===== src/rtl/tsra_ram.sv =====
// ----------------------------------------------------------------------------
// tsra_ram
// simple dual-port ram, one write port, one read port with registered data
// ----------------------------------------------------------------------------
module tsra_ram #(
    parameter int WIDTH = 8,
    parameter int DEPTH = 16
) (
    input  logic                                    clk,
    input  logic                                    we,
    input  logic [((DEPTH > 1) ? $clog2(DEPTH) : 1)-1:0] waddr,
    input  logic [WIDTH-1:0]                        wdata,
    input  logic [((DEPTH > 1) ? $clog2(DEPTH) : 1)-1:0] raddr,
    output logic [WIDTH-1:0]                        rdata
);

    logic [WIDTH-1:0] mem [DEPTH];

    // write port
    always_ff @(posedge clk)
    begin
        if (we)
        begin
            mem[waddr] <= wdata;
        end
    end

    // registered read port
    always_ff @(posedge clk)
    begin
        rdata <= mem[raddr];
    end

endmodule


===== config.mk =====
export PLATFORM = sky130hd
export DESIGN_NAME = tsra_ram
export DESIGN_NICKNAME = d
export VERILOG_FILES = /design/src/rtl/tsra_ram.sv
export SDC_FILE = /design/constraint.sdc
export NUM_CORES = 1
export LEC_CHECK = 0
export BUFFER_PORTS_ARGS = -buffer_cell sky130_fd_sc_hd__buf_2
export CORE_MARGIN = 5
export CORE_UTILIZATION = 52
export DETAILED_ROUTE_END_ITERATION = 6
export GPL_TIMING_DRIVEN = 0
export PLACE_DENSITY = 0.69
export SLEW_MARGIN = 30
export SYNTH_ARGS = -nofsm -noshare
export SYNTH_HDL_FRONTEND = slang
export SYNTH_SLANG_ARGS = --single-unit
export TNS_END_PERCENT = 100

===== constraint.sdc =====
create_clock -name clk -period 5.9 [get_ports clk]
set_clock_uncertainty 0.1 [all_clocks]
set_input_delay 0.885 -clock clk [delete_from_list [all_inputs] [get_ports clk]]
set_output_delay 0.885 -clock clk [all_outputs]
set_load 0.005 [all_outputs]

# After elaboration in Yosys (flattened, before gate mapping)
# Memories as Yosys holds them, arrays and structs flattened. A register that Yosys moved wholly into a read port is not among the register bits.
# Index checks and enable logic that the tools add are counted.
# word_totals
reg_bits,0
ramBits,128
out_inout_bits,8
memories,1
# memory_table
name,depth,word_bits,read_ports,rd_ports_with_merged_regs,write_ports,line_no,rtl
mem,16,8,1,1,1,17,logic [WIDTH-1:0] mem [DEPTH];
# classes
n_mux,2
# ops
operator,count
2-to-1 mux 1 bit,2

# Depth between registers and ports, before layout
# Gate-level depths: netlist of run 1.
# logic_depth
ltp_word,2
depth_mapped,5
depth_no_buf,3

# Worst setup path before layout of run 1
# OpenSTA, ideal clock, no wires.
# synth_timing
kind,in2reg
startpoint,in waddr[2] (netlist name)
endpoint,"mem mem[0][0], enable pin"
arrival_time_ns,1.995
setup_slack_ns,3.422
path_stages,2
n_path_buf,0
path_cell_list,or3b_2 -> nor3_1
# synth_lines
element,line_no,rtl
start: declaration,11,"input logic [((DEPTH > 1) ? $clog2(DEPTH) : 1)-1:0] waddr,"
end: declaration,17,
# No word-level cell before the write port.

# Worst setup path in the final report of run 1
# layout_timing
startpoint,in waddr[2] (netlist name)
endpoint,"mem mem[1][7], enable pin"
# No word-level cell before the write port.

==> out/qor.csv, run 1 <==
stage,metric,value,unit
die,top_level_ports,26,
die,dieArea,12000,sq um
worst_setup_path,timing_worst_setup_path_type,in2reg,
yosys,synth_area,5150,sq um
die,std_cell_rows,36,
detailed_routing,route.detailed.wl_per_inst,22.5,um
clock_network,ctsResizeCount,0,
sta,final_hold_violations,0,
job,maxCapViolCount,0,
worst_setup_path,worst-endpoint-required,5.93,ns
sta,timing.fmax,0.457,GHz
worst_setup_path,worst_r2r_path_depth,3,
yosys,synth_cells,229,
final_layout,number_of_fill_cells_in_the_layout,678,
clock_network,clkLatencyLatePin,0.50,ns
worst_setup_path,worstPathMaxFanout,8,
sta,fin_max_slew_vios,0,
grt,grt_overflow,0,
worst_setup_path,worstPathCellList,buf_2 -> or3b_2 -> nor2_1,
clock_network,clock-root-buffer,sky130_fd_sc_hd__clkbuf_8,
placed_design,post-place-cells,386,
power,power-per-cell-area,371,nW/um^2
sta,finalSetupViolations,0,
sta,maxSlewHeadroom,0.427,
hold_path,min-delay-start,mem[11][0],
yosys,netlist.top_cell.by_area,sky130_fd_sc_hd__edfxtp_1,
hold_path,holdPathStages,3,
yosys,synth_seq_cells,136,
power,largest_voltage_drop_on_the_vdd_net,0.000205,V
sta,final_min_period_over_clock_period,0.371,
final_layout,layout_cell_share_with_drive_strength_beyond_1,0.302,
detailed_routing,detailedRoute.firstPassIterationCount,4,
yosys,synth_most_common_cell,sky130_fd_sc_hd__edfxtp_1,
final_layout,ff_latch_area,4000,sq um
sta,setup_total_negative_slack,0,ns
die,die-height,109,um
grt,number_of_global_route_vias_before_repair,2451,
worst_setup_path,reg2reg_setup_slack,4.39,ns
yosys,post_synth.cell_area_avg,22.5,sq um
final_layout,n_antenna_cell,0,
final_layout,non_filler_cells_in_the_finished_layout,418,
placed_design,place_hpwl,5.99,mm
yosys,synth.area.top_cells,"sky130_fd_sc_hd__edfxtp_1 (75%), sky130_fd_sc_hd__mux4_2 (7.9%), sky130_fd_sc_hd__mux4_1 (7.1%)",
die,floorplan.initialDensity,0.529,
detailed_routing,routed-via-count,2375,
yosys,synth-warning-count,0,
sta,finalWorstSetupSlack,3.71,ns
detailed_routing,drt_via_density,5.68,
clock_network,h_tree_depth,4,
grt,grt_max_degree,17,
grt,grt_pass1_wl,14.5,mm
worst_setup_path,r2r-start,mem[5][2],
placed_design,preCtsSetupSlack,3.21,ns
yosys,edff_count_synth,128,
grt,grt.total_usage,0.179,
clock_network,clockBufferDepth,2,
status,run_status,finished clean,
clock_network,cts_inserted_buffers,17,
yosys,synth_cell_types,19,
clock_network,postCtsSetupBuffers,0,
final_layout,final_core_utilization,0.623,
hold_path,worst_hold_path_type,reg2reg,
yosys,yosys.area.top_type_share,0.747,
worst_setup_path,critPathBufInv,1,
grt,grt_antenna_before_repair,0,
hold_path,hold_end,rdata[0],
placed_design,io_buffer_count,24,
detailed_routing,ant_nets,0,
worst_setup_path,cpMaxStageDelayCell,sky130_fd_sc_hd__nor2_1,
sta,rsz_0062_raised_after_global_routing,false,
worst_setup_path,cp_top_family,simple AND/OR/NAND/NOR gates,
sta,tightest_slew,0.856,ns
clock_network,cts.sink_count,136,
clock_network,cts_tree,built,
final_layout,area_occupied_by_multi_input_gates,1080,sq um
final_layout,finish.net_count,290,
detailed_routing,drt_drc_violations_left,0,
worst_setup_path,timing.critical_path.to_type,flip-flop,
worst_setup_path,regToRegEndpoint,rdata[2],
clock_network,cts_hold_buf,0,
detailed_routing,route.final.wire_length,9.42,mm
yosys,syn_nets,247,
die,die_x,109,um
yosys,synthTopCellsByCount,"sky130_fd_sc_hd__edfxtp_1 (128), sky130_fd_sc_hd__mux4_2 (18), sky130_fd_sc_hd__a22oi_1 (16)",
die,core_region_area,9730,sq um
placed_design,place.gp.congestion,0.735,
yosys,dominantRegCellSynth,sky130_fd_sc_hd__edfxtp_1,
power,static-leakage-power,2.05,nW
detailed_routing,drtIter0Drc,201,
worst_setup_path,data_arrival_time_of_the_worst_path,2.22,ns
yosys,seq_total_area_yosys,0.778,
yosys,asyncSetResetFlopFracSynth,0,
final_layout,area_growth_syn_to_layout,17.7,%
clock_network,clk_transition_reported_paths,0.06,ns
worst_setup_path,setup.worst_path.start_class,input port,
sta,finalWorstPathRequiredPeriod,2.19,ns
worst_setup_path,timing.critical_path.slowest_cell_delay,0.68,ns
[layout by cell type, fill, tap and decap left out, drive strengths merged]
cell type,n
edfxtp,128
mux4,32
buf,31
clkbuf,22
a22oi,16
nor2,13
nand2,9
dfxtp,8
clkinv,6
nor3,4
bufinv,4
clkdlybuf4s25,3
nand3b,2
nand2b,2
nor2b,1
and2,1
and2b,1
nand3,1
or3b,1
[sequential cells by signal, indices dropped and copies added (netlist names)]
register,flops
rdata,8
mem,128
[through the flow]
stage                     total power, mW  area (sq um)  hold slack (ns)
after floorplan                      1.16          5150            0.529
after global placement               1.20          5430            0.564
after detailed placement             1.21          5450            0.572
after CTS                            2.26          6060            0.582
after global routing                 2.32          6060            0.625
final                                2.25          6060            0.583
[cells by family (layout without fill, tap and decap cells)]
family	Yosys count	after routing	synth area share
DFF	136	136	0.778
and+or+nand+nor	35	35	0.0318
muxes	32	32	0.150
AOI/OAI and AO/OA	16	16	0.0233
buffers and inverters	10	66	0.0168
[worst min-delay path, delay by kind of cell (launching register included)]
family | cells | cell delay [ns]
flops | 1 | 0.31
simple gates | 1 | 0.05
mux | 1 | 0.22
compound gates | 1 | 0.08
[report_power, final]
part / switching (mW) / total, mW / internal, mW / leakage [nW]
combinational: 0.0581 / 0.101 / 0.0428 / 0.520
clock: 0.355 / 1.06 / 0.704 / 0.302
sequential: 0.00495 / 1.09 / 1.08 / 1.22
[metal layers]
layer / global-route usage / share of wire / routed length, um
met1: 0.245 / 0.43 / 4050
met2: 0.276 / 0.49 / 4630
met3: 0.0528 / 0.068 / 642
met4: 0.0641 / 0.010 / 97
met5: 0 / 0 / 0
[worst max path at each step]
stage / startpoint / to / slack, ns / cells past startpoint
floorplan: waddr[2] / mem[0][0] / 3.42 / 2
global placement: waddr[2] / mem[0][0] / 2.84 / 3
detailed placement: waddr[2] / mem[2][0] / 3.21 / 3
CTS: waddr[2] / mem[1][7] / 3.74 / 3
global route: waddr[2] / mem[2][4] / 3.69 / 3
finish: waddr[2] / mem[1][7] / 3.71 / 3
[cell type report]
type	count	share of cell area
buffer	10	0.0143
clock buffer	22	0.0748
clock inverter	10	0.0248
multi-input combinational	83	0.178
sequential	136	0.661
tap	133	0.0275
timing repair buffer	24	0.0198
Power figures use the tool's default switching activity.
==> inputs of run 2 (changes only) <==
--- a/config.mk
+++ b/config.mk
@@ -10,7 +10,7 @@
 export CORE_UTILIZATION = 52
 export DETAILED_ROUTE_END_ITERATION = 6
 export GPL_TIMING_DRIVEN = 0
-export PLACE_DENSITY = 0.69
+export PLACE_DENSITY = 0.72
 export SLEW_MARGIN = 30
 export SYNTH_ARGS = -nofsm -noshare
 export SYNTH_HDL_FRONTEND = slang
==> constraint.sdc (replaced) <==
create_clock -name clk -period 1.9 [get_ports clk]
set_clock_uncertainty 0.1 [all_clocks]
set_input_delay 0.285 -clock clk [delete_from_list [all_inputs] [get_ports clk]]
set_output_delay 0.285 -clock clk [all_outputs]
set_load 0.005 [all_outputs]
==> run 2 against run 1 <==
Against the previous run:
- clock-buffer cell count fell by 1
- worst hold slack worse by 0.52 ns
- sequential share of layout area rose by 0.37 points
- final cell count unchanged
- routed wire length up 0.18%
- worst setup slack lost 3.4 ns
- largest power group unchanged
- highest routed layer unchanged
==> out/qor.csv, run 2 (same netlist as run 1, synthesis figures left out) <==
stage,metric,value,unit,change
final_layout,finish.net_count,290,,unchanged
final_layout,n_antenna_cell,0,,unchanged
hold_path,hold_end,mem[7][6],,
worst_setup_path,worstPathMaxFanout,8,,unchanged
job,maxCapViolCount,0,,unchanged
worst_setup_path,reg2reg_setup_slack,0.43,ns,-3.96 ns
placed_design,place.gp.congestion,0.745,,+1.4%
sta,rsz_0062_raised_after_global_routing,false,,
sta,final_min_period_over_clock_period,0.828,,
worst_setup_path,timing_worst_setup_path_type,in2reg,,
final_layout,commonest_cells_after_routing_fill_and_taps_aside,"sky130_fd_sc_hd__edfxtp_1 (128), sky130_fd_sc_hd__buf_2 (27), sky130_fd_sc_hd__mux4_2 (18), sky130_fd_sc_hd__a22oi_1 (16), sky130_fd_sc_hd__clkbuf_16 (16)",,
final_layout,top_register,mem,,
grt,grt_pass1_wl,14.7,mm,+1.9%
detailed_routing,drtIter0Drc,149,,-26%
worst_setup_path,regToRegEndpoint,rdata[5],,
final_layout,layout_cell_share_with_drive_strength_beyond_1,0.295,,-0.00702
placed_design,post-place-cells,386,,unchanged
detailed_routing,drt_via_density,5.63,,-0.97%
die,die_x,109,um,unchanged
clock_network,h_tree_depth,4,,unchanged
detailed_routing,ant_nets,0,,unchanged
die,top_level_ports,26,,unchanged
die,std_cell_rows,36,,unchanged
grt,grt_max_degree,17,,unchanged
clock_network,cts_tree,built,,
detailed_routing,detailedRoute.firstPassIterationCount,4,,unchanged
detailed_routing,route.final.wire_length,9.44,mm,+0.18%
placed_design,io_buffer_count,24,,unchanged
clock_network,clkLatencyLatePin,0.51,ns,about the same
die,dieArea,12000,sq um,unchanged
sta,fin_max_slew_vios,0,,unchanged
die,floorplan.initialDensity,0.529,,unchanged
clock_network,cts_hold_buf,0,,unchanged
grt,grt_antenna_before_repair,0,,unchanged
worst_setup_path,data_arrival_time_of_the_worst_path,1.61,ns,-0.61 ns
hold_path,min-delay-start,wdata[6],,
sta,final_hold_violations,0,,unchanged
clock_network,clk_transition_reported_paths,0.06,ns,about the same
sta,maxSlewHeadroom,0.432,,+0.00481
worst_setup_path,r2r-start,mem[9][5],,
clock_network,cts.sink_count,136,,unchanged
clock_network,ctsResizeCount,0,,unchanged
worst_setup_path,worst_r2r_path_depth,3,,unchanged
detailed_routing,drt_drc_violations_left,0,,unchanged
hold_path,worst_hold_path_type,in2reg,,
grt,number_of_global_route_vias_before_repair,2487,,+1.5%
worst_setup_path,timing.critical_path.to_type,flip-flop,,
detailed_routing,route.detailed.wl_per_inst,22.6,um,+0.18%
power,static-leakage-power,2.02,nW,-1.1%
hold_path,holdPathStages,1,,-2
grt,grt.total_usage,0.181,,+0.00221
power,power-per-cell-area,1130,nW/um^2,+200%
placed_design,place_hpwl,5.96,mm,-0.51%
worst_setup_path,worst-endpoint-required,1.94,ns,-3.99 ns
clock_network,postCtsSetupBuffers,0,,unchanged
power,post-layout-total-power,6.81,mW,+200%
clock_network,cts_inserted_buffers,17,,unchanged
sta,finalWorstPathRequiredPeriod,1.57,ns,
final_layout,non_filler_cells_in_the_finished_layout,418,,unchanged
grt,grt_overflow,0,,unchanged
detailed_routing,routed-via-count,2352,,-0.97%
final_layout,area_growth_syn_to_layout,17.0,%,
final_layout,largest_registers,"mem x128, rdata x8",,
die,core_region_area,9730,sq um,unchanged
status,run_status,finished clean,,
power,largest_voltage_drop_on_the_vdd_net,0.000649,V,+220%
sta,timing.fmax,0.636,GHz,
clock_network,clock-root-buffer,sky130_fd_sc_hd__clkbuf_8,,
final_layout,largest_register_ffs,128,,unchanged
final_layout,number_of_fill_cells_in_the_layout,679,,+0.15%
final_layout,layout.cells.most_common,sky130_fd_sc_hd__edfxtp_1,,
worst_setup_path,setup.worst_path.start_class,input port,,
clock_network,clockBufferDepth,2,,unchanged
die,die-height,109,um,unchanged
sta,tightest_slew,0.848,ns,-0.00719 ns
sta,finalSetupViolations,0,,unchanged
run 2: cell types whose count changed in the layout (fill, tap and decap cells not counted):
cell,previous run,this run
sky130_fd_sc_hd__bufinv_16,4,3
sky130_fd_sc_hd__clkbuf_8,3,2
sky130_fd_sc_hd__clkinv_1,0,2
sky130_fd_sc_hd__clkinv_2,6,5
sky130_fd_sc_hd__clkinvlp_4,0,1
run 2: how the worst max path moves through the flow:
stage,start,to,cells after the start
4_1_cts,waddr[2],mem[2][6],3
5_1_grt,waddr[2],mem[2][5],3
3_3_place_gp,waddr[2],mem[0][0],3
6_report,waddr[2],mem[2][6],3
3_5_place_dp,waddr[2],mem[2][0],3
2_1_floorplan,waddr[2],mem[0][0],2
run 2: metal layers:
| metal | part of all wire | track usage |
|---|---|---|
| met5 | 0 | 0 |
| met4 | 0.014 | 0.0793 |
| met3 | 0.078 | 0.0452 |
| met2 | 0.49 | 0.273 |
| met1 | 0.42 | 0.253 |
run 2: power by group:
part	switching (mW)	internal (mW)
clock network	1.12	2.01
registers	0.0147	3.36
logic	0.179	0.133
total	1.31	5.50
run 2: final cells by class:
| cell class | instances | area (sq um) | area share |
|---|---|---|---|
| Tap cell | 133 | 166 | 0.0276 |
| Multi-Input combinational cell | 83 | 1080 | 0.179 |
| Buffer | 10 | 86.3 | 0.0143 |
| Clock buffer | 21 | 439 | 0.0729 |
| Clock inverter | 11 | 130 | 0.0216 |
| Timing Repair Buffer | 24 | 120 | 0.0199 |
| Sequential cell | 136 | 4000 | 0.665 |
run 2: metrics by stage:
step	area [sq um]	setup WS [ns]	utilization	hold WS, ns	setup TNS (ns)
2_1_floorplan	5150	0.0221	-	0.284	0
3_3_place_gp	5430	-0.499	0.559	0.562	-11.01
3_5_place_dp	5450	-0.167	0.561	0.563	-4.64
4_1_cts	6020	0.310	0.619	0.0505	0
5_1_grt	6020	0.297	0.619	0.0642	0
6_report	6020	0.327	0.619	0.0655	0
run 2: worst max-delay path: stages:
cell,delay (ns)
sky130_fd_sc_hd__buf_2,0.11
sky130_fd_sc_hd__or3b_2,0.53
sky130_fd_sc_hd__nor2_1,0.67
==> inputs of run 3 (changes only) <==
--- a/config.mk
+++ b/config.mk
@@ -5,6 +5,7 @@
 export SDC_FILE = /design/constraint.sdc
 export NUM_CORES = 1
 export LEC_CHECK = 0
+export ABC_AREA = 1
 export BUFFER_PORTS_ARGS = -buffer_cell sky130_fd_sc_hd__buf_2
 export CORE_MARGIN = 5
 export CORE_UTILIZATION = 52
==> constraint.sdc (replaced) <==
create_clock -name clk -period 1.4 [get_ports clk]
set_clock_uncertainty 0.1 [all_clocks]
set_input_delay 0.21 -clock clk [delete_from_list [all_inputs] [get_ports clk]]
set_output_delay 0.21 -clock clk [all_outputs]
set_load 0.005 [all_outputs]
==> run 3 against run 2 <==
Against the previous run:
- clock-buffer cell count is 2 lower
- utilization is 0.20 points higher
- global-route usage is 4.3 points higher
- sequential share of layout area is 7.0 points lower
- first-iteration DRC count grew to 3.5 times the previous value
- synthesized cell count is 140% higher
- area after synthesis is 12% higher
- clock power is 44% higher
- final area is 12% higher
==> out/qor.csv, run 3 <==
stage,metric,value,unit,change
final_layout,layout_cell_share_with_drive_strength_beyond_1,0.124,,-0.171
grt,grt_max_degree,17,,unchanged
power,switching_share,0.214,,+0.0210
yosys,synth_area,5770,sq um,+12%
die,std_cell_rows,38,,+5.6%
clock_network,ctsResizeCount,0,,unchanged
sta,timing.fmax,0.740,GHz,
yosys,synth_most_common_cell,sky130_fd_sc_hd__nand2_1,,
clock_network,clockBufferDepth,2,,unchanged
sta,finalWorstPathRequiredPeriod,1.35,ns,
yosys,netlist.top_cell.by_area,sky130_fd_sc_hd__edfxtp_1,,
final_layout,commonest_cells_after_routing_fill_and_taps_aside,"sky130_fd_sc_hd__nand2_1 (173), sky130_fd_sc_hd__edfxtp_1 (128), sky130_fd_sc_hd__inv_1 (100), sky130_fd_sc_hd__nand3_1 (97), sky130_fd_sc_hd__buf_2 (35)",,
detailed_routing,ant_nets,0,,unchanged
final_layout,largest_registers,"mem x128, rdata x8",,
sta,tightest_slew,0.919,ns,+0.0709 ns
sta,rsz_0062_raised_after_global_routing,false,,
final_layout,finish.net_count,618,,+110%
worst_setup_path,cpMaxStageDelayCell,sky130_fd_sc_hd__dlygate4sd3_1,,
worst_setup_path,timing.critical_path.slowest_cell_delay,0.56,ns,-0.11 ns
grt,number_of_global_route_vias_before_repair,3919,,+58%
yosys,synth_cell_types,12,,-7
detailed_routing,route.detailed.wl_per_inst,18.0,um,-20%
sta,maxSlewHeadroom,0.385,,-0.0475
final_layout,layout.cells.most_common,sky130_fd_sc_hd__nand2_1,,
yosys,edff_count_synth,128,,unchanged
yosys,asyncSetResetFlopFracSynth,0,,unchanged
power,static-leakage-power,2.93,nW,+45%
worst_setup_path,data_arrival_time_of_the_worst_path,1.66,ns,+0.05 ns
final_layout,n_antenna_cell,0,,unchanged
yosys,syn_nets,569,,+130%
worst_setup_path,timing.critical_path.to_type,flip-flop,,
status,run_status,finished clean,,
final_layout,largest_register_ffs,128,,unchanged
detailed_routing,routed-via-count,4017,,+71%
power,switching_power,2.07,mW,+58%
grt,grt.total_usage,0.224,,+0.0427
die,core_region_area,10800,sq um,+11%
worst_setup_path,reg2reg_setup_slack,0.23,ns,-0.20 ns
worst_setup_path,setup.worst_path.start,raddr[3],,
grt,grt_pass1_wl,21.6,mm,+46%
die,dieArea,13300,sq um,+11%
clock_network,clock-root-buffer,sky130_fd_sc_hd__clkbuf_8,,
yosys,synth-warning-count,0,,unchanged
grt,grt.met2_usage,0.343,,+0.0700
yosys,synthTopCellsByCount,"sky130_fd_sc_hd__nand2_1 (173), sky130_fd_sc_hd__edfxtp_1 (128), sky130_fd_sc_hd__inv_1 (100)",,
grt,grt_overflow,0,,unchanged
worst_setup_path,regToRegEndpoint,rdata[7],,
power,largest_voltage_drop_on_the_vdd_net,0.000877,V,+35%
power,seqPwrFrac,0.472,,-0.023
power,share_comb_of_total_power,0.063,,+0.017
power,intPower,7.62,mW,+39%
detailed_routing,detailedRoute.firstPassIterationCount,6,,+2
placed_design,preCtsSetupSlack,-0.422,ns,-0.255 ns
detailed_routing,route.final.wire_length,13.6,mm,+44%
yosys,synth_cells,551,,+140%
clock_network,clk_transition_reported_paths,0.06,ns,about the same
job,maxCapViolCount,0,,unchanged
clock_network,cts_inserted_buffers,17,,unchanged
sta,whs,0.0268,ns,-0.0387 ns
worst_setup_path,timing_worst_setup_path_type,in2reg,,
die,top_level_ports,26,,unchanged
power,power-per-cell-area,1440,nW/um^2,+27%
worst_setup_path,worstPathMaxFanout,9,,+1
grt,grt.busiest_layer,met2,,
grt,grt_antenna_before_repair,0,,unchanged
clock_network,cts.sink_count,136,,unchanged
yosys,synth_seq_cells,136,,unchanged
detailed_routing,drtIter0Drc,528,,+250%
worst_setup_path,worst_r2r_path_depth,6,,+3
sta,fin_max_slew_vios,0,,unchanged
placed_design,place_hpwl,8.69,mm,+46%
yosys,post_synth.cell_area_avg,10.5,sq um,-53%
yosys,dominantRegCellSynth,sky130_fd_sc_hd__edfxtp_1,,
sta,final_min_period_over_clock_period,0.965,,
power,power_frac_clock,0.465,,+0.006
yosys,seq_total_area_yosys,0.694,,-0.0835
grt,grt_met1_use,0.305,,+0.0516
die,floorplan.initialDensity,0.532,,+0.00291
sta,finalWorstSetupSlack,0.0492,ns,-0.278 ns
yosys,yosys.area.top_type_share,0.667,,-0.0802
placed_design,place.gp.congestion,0.891,,+20%
sta,finalSetupViolations,0,,unchanged
worst_setup_path,worstPathCellList,dlygate4sd3_1 -> buf_1 -> inv_1 -> nand3_1 -> nand2_1,,
worst_setup_path,critPathCapture,rdata[1],,
placed_design,io_buffer_count,22,,-8.3%
worst_setup_path,r2r-start,mem[15][7],,
worst_setup_path,setup.worst_path.start_class,input port,,
clock_network,h_tree_depth,4,,unchanged
hold_path,worst_hold_path_type,in2reg,,
detailed_routing,drt_via_density,5.33,,-5.2%
die,die_x,115,um,+5.3%
sta,setup_total_negative_slack,0,ns,unchanged
grt,grt_util_met3,0.0547,,+0.00952
clock_network,cts_tree,built,,
detailed_routing,drt_drc_violations_left,0,,unchanged
final_layout,top_register,mem,,
sta,final_hold_violations,0,,unchanged
final_layout,area_growth_syn_to_layout,16.7,%,
yosys,synth.area.top_cells,"sky130_fd_sc_hd__edfxtp_1 (67%), sky130_fd_sc_hd__nand2_1 (11%), sky130_fd_sc_hd__nand3_1 (8.4%)",,
worst_setup_path,worst-endpoint-required,1.71,ns,-0.23 ns
die,die-height,115,um,+5.3%
clock_network,clkLatencyLatePin,0.53,ns,+0.02 ns
==> run 3: power by group through the flow <==
stage | Sequential [mW] | Clock (mW) | Combinational [mW]
finish | 4.58 | 4.50 | 0.612
global route | 4.58 | 4.74 | 0.666
CTS | 4.58 | 4.54 | 0.603
detailed placement | 4.66 | 0 | 0.575
global placement | 4.66 | 0 | 0.565
floorplan | 4.66 | 0 | 0.321
==> run 3: logic make-up (layout without fill, tap and decap cells) <==
| logic type | Yosys count | count (layout) | share of synthesized area |
|---|---|---|---|
| DFF | 136 | 136 | 0.694 |
| and+or+nand+nor | 289 | 289 | 0.210 |
| buffers and inverters | 126 | 188 | 0.0952 |
==> run 3: worst min path at each step <==
stage	startpoint	end	slack [ns]	cells past startpoint
final	raddr[2]	rdata[5]	0.03	4
after global placement	rdata[1]	rdata[1]	0.49	1
after global routing	wdata[1]	mem[5][1]	0.02	1
after detailed placement	rdata[4]	rdata[4]	0.49	1
after floorplan	wdata[0]	mem[0][0]	0.21	0
after CTS	raddr[2]	rdata[5]	0.0006	4
==> run 3: critical path, delay by kind of cell <==
family / cells / cell delay, ns
buf+inv: 3 / 1.16
simple gates: 2 / 0.29
==> run 3: per-stage QoR <==
| stage | std cells | area, sq um | total power [mW] | util |
|---|---|---|---|---|
| floorplan | 551 | 5770 | 4.98 | - |
| CTS | 753 | 6730 | 9.72 | 0.621 |
| global route | 753 | 6730 | 9.99 | 0.621 |
| detailed placement | 713 | 6050 | 5.24 | 0.558 |
| finish | 753 | 6730 | 9.69 | 0.621 |
| global placement | 713 | 6050 | 5.22 | 0.558 |
==> run 3: timing repair <==
| item | in CTS | in global routing |
|---|---|---|
| hold buffers | 8 | 0 |
| buffers inserted | 0 | 0 |
| hold endpoints to repair | 51 | 0 |
| setup endpoints to repair | 0 | 0 |
==> run 3: cell type report <==
cell class,instances,area [sq um]
tap,140,175
sequential,136,4000
clock buffer,19,422
clock inverter,13,179
timing repair buffer,30,190
buffer,24,166
multi-input combinational,289,1210
inverter,102,383
fill,847,4110
==> run 3: routing by layer <==
metal,wire length [um],up-vias
met1,5530,1876
met4,430,0
met2,6220,226
met3,1380,36
li1,-,1879
met5,0,-
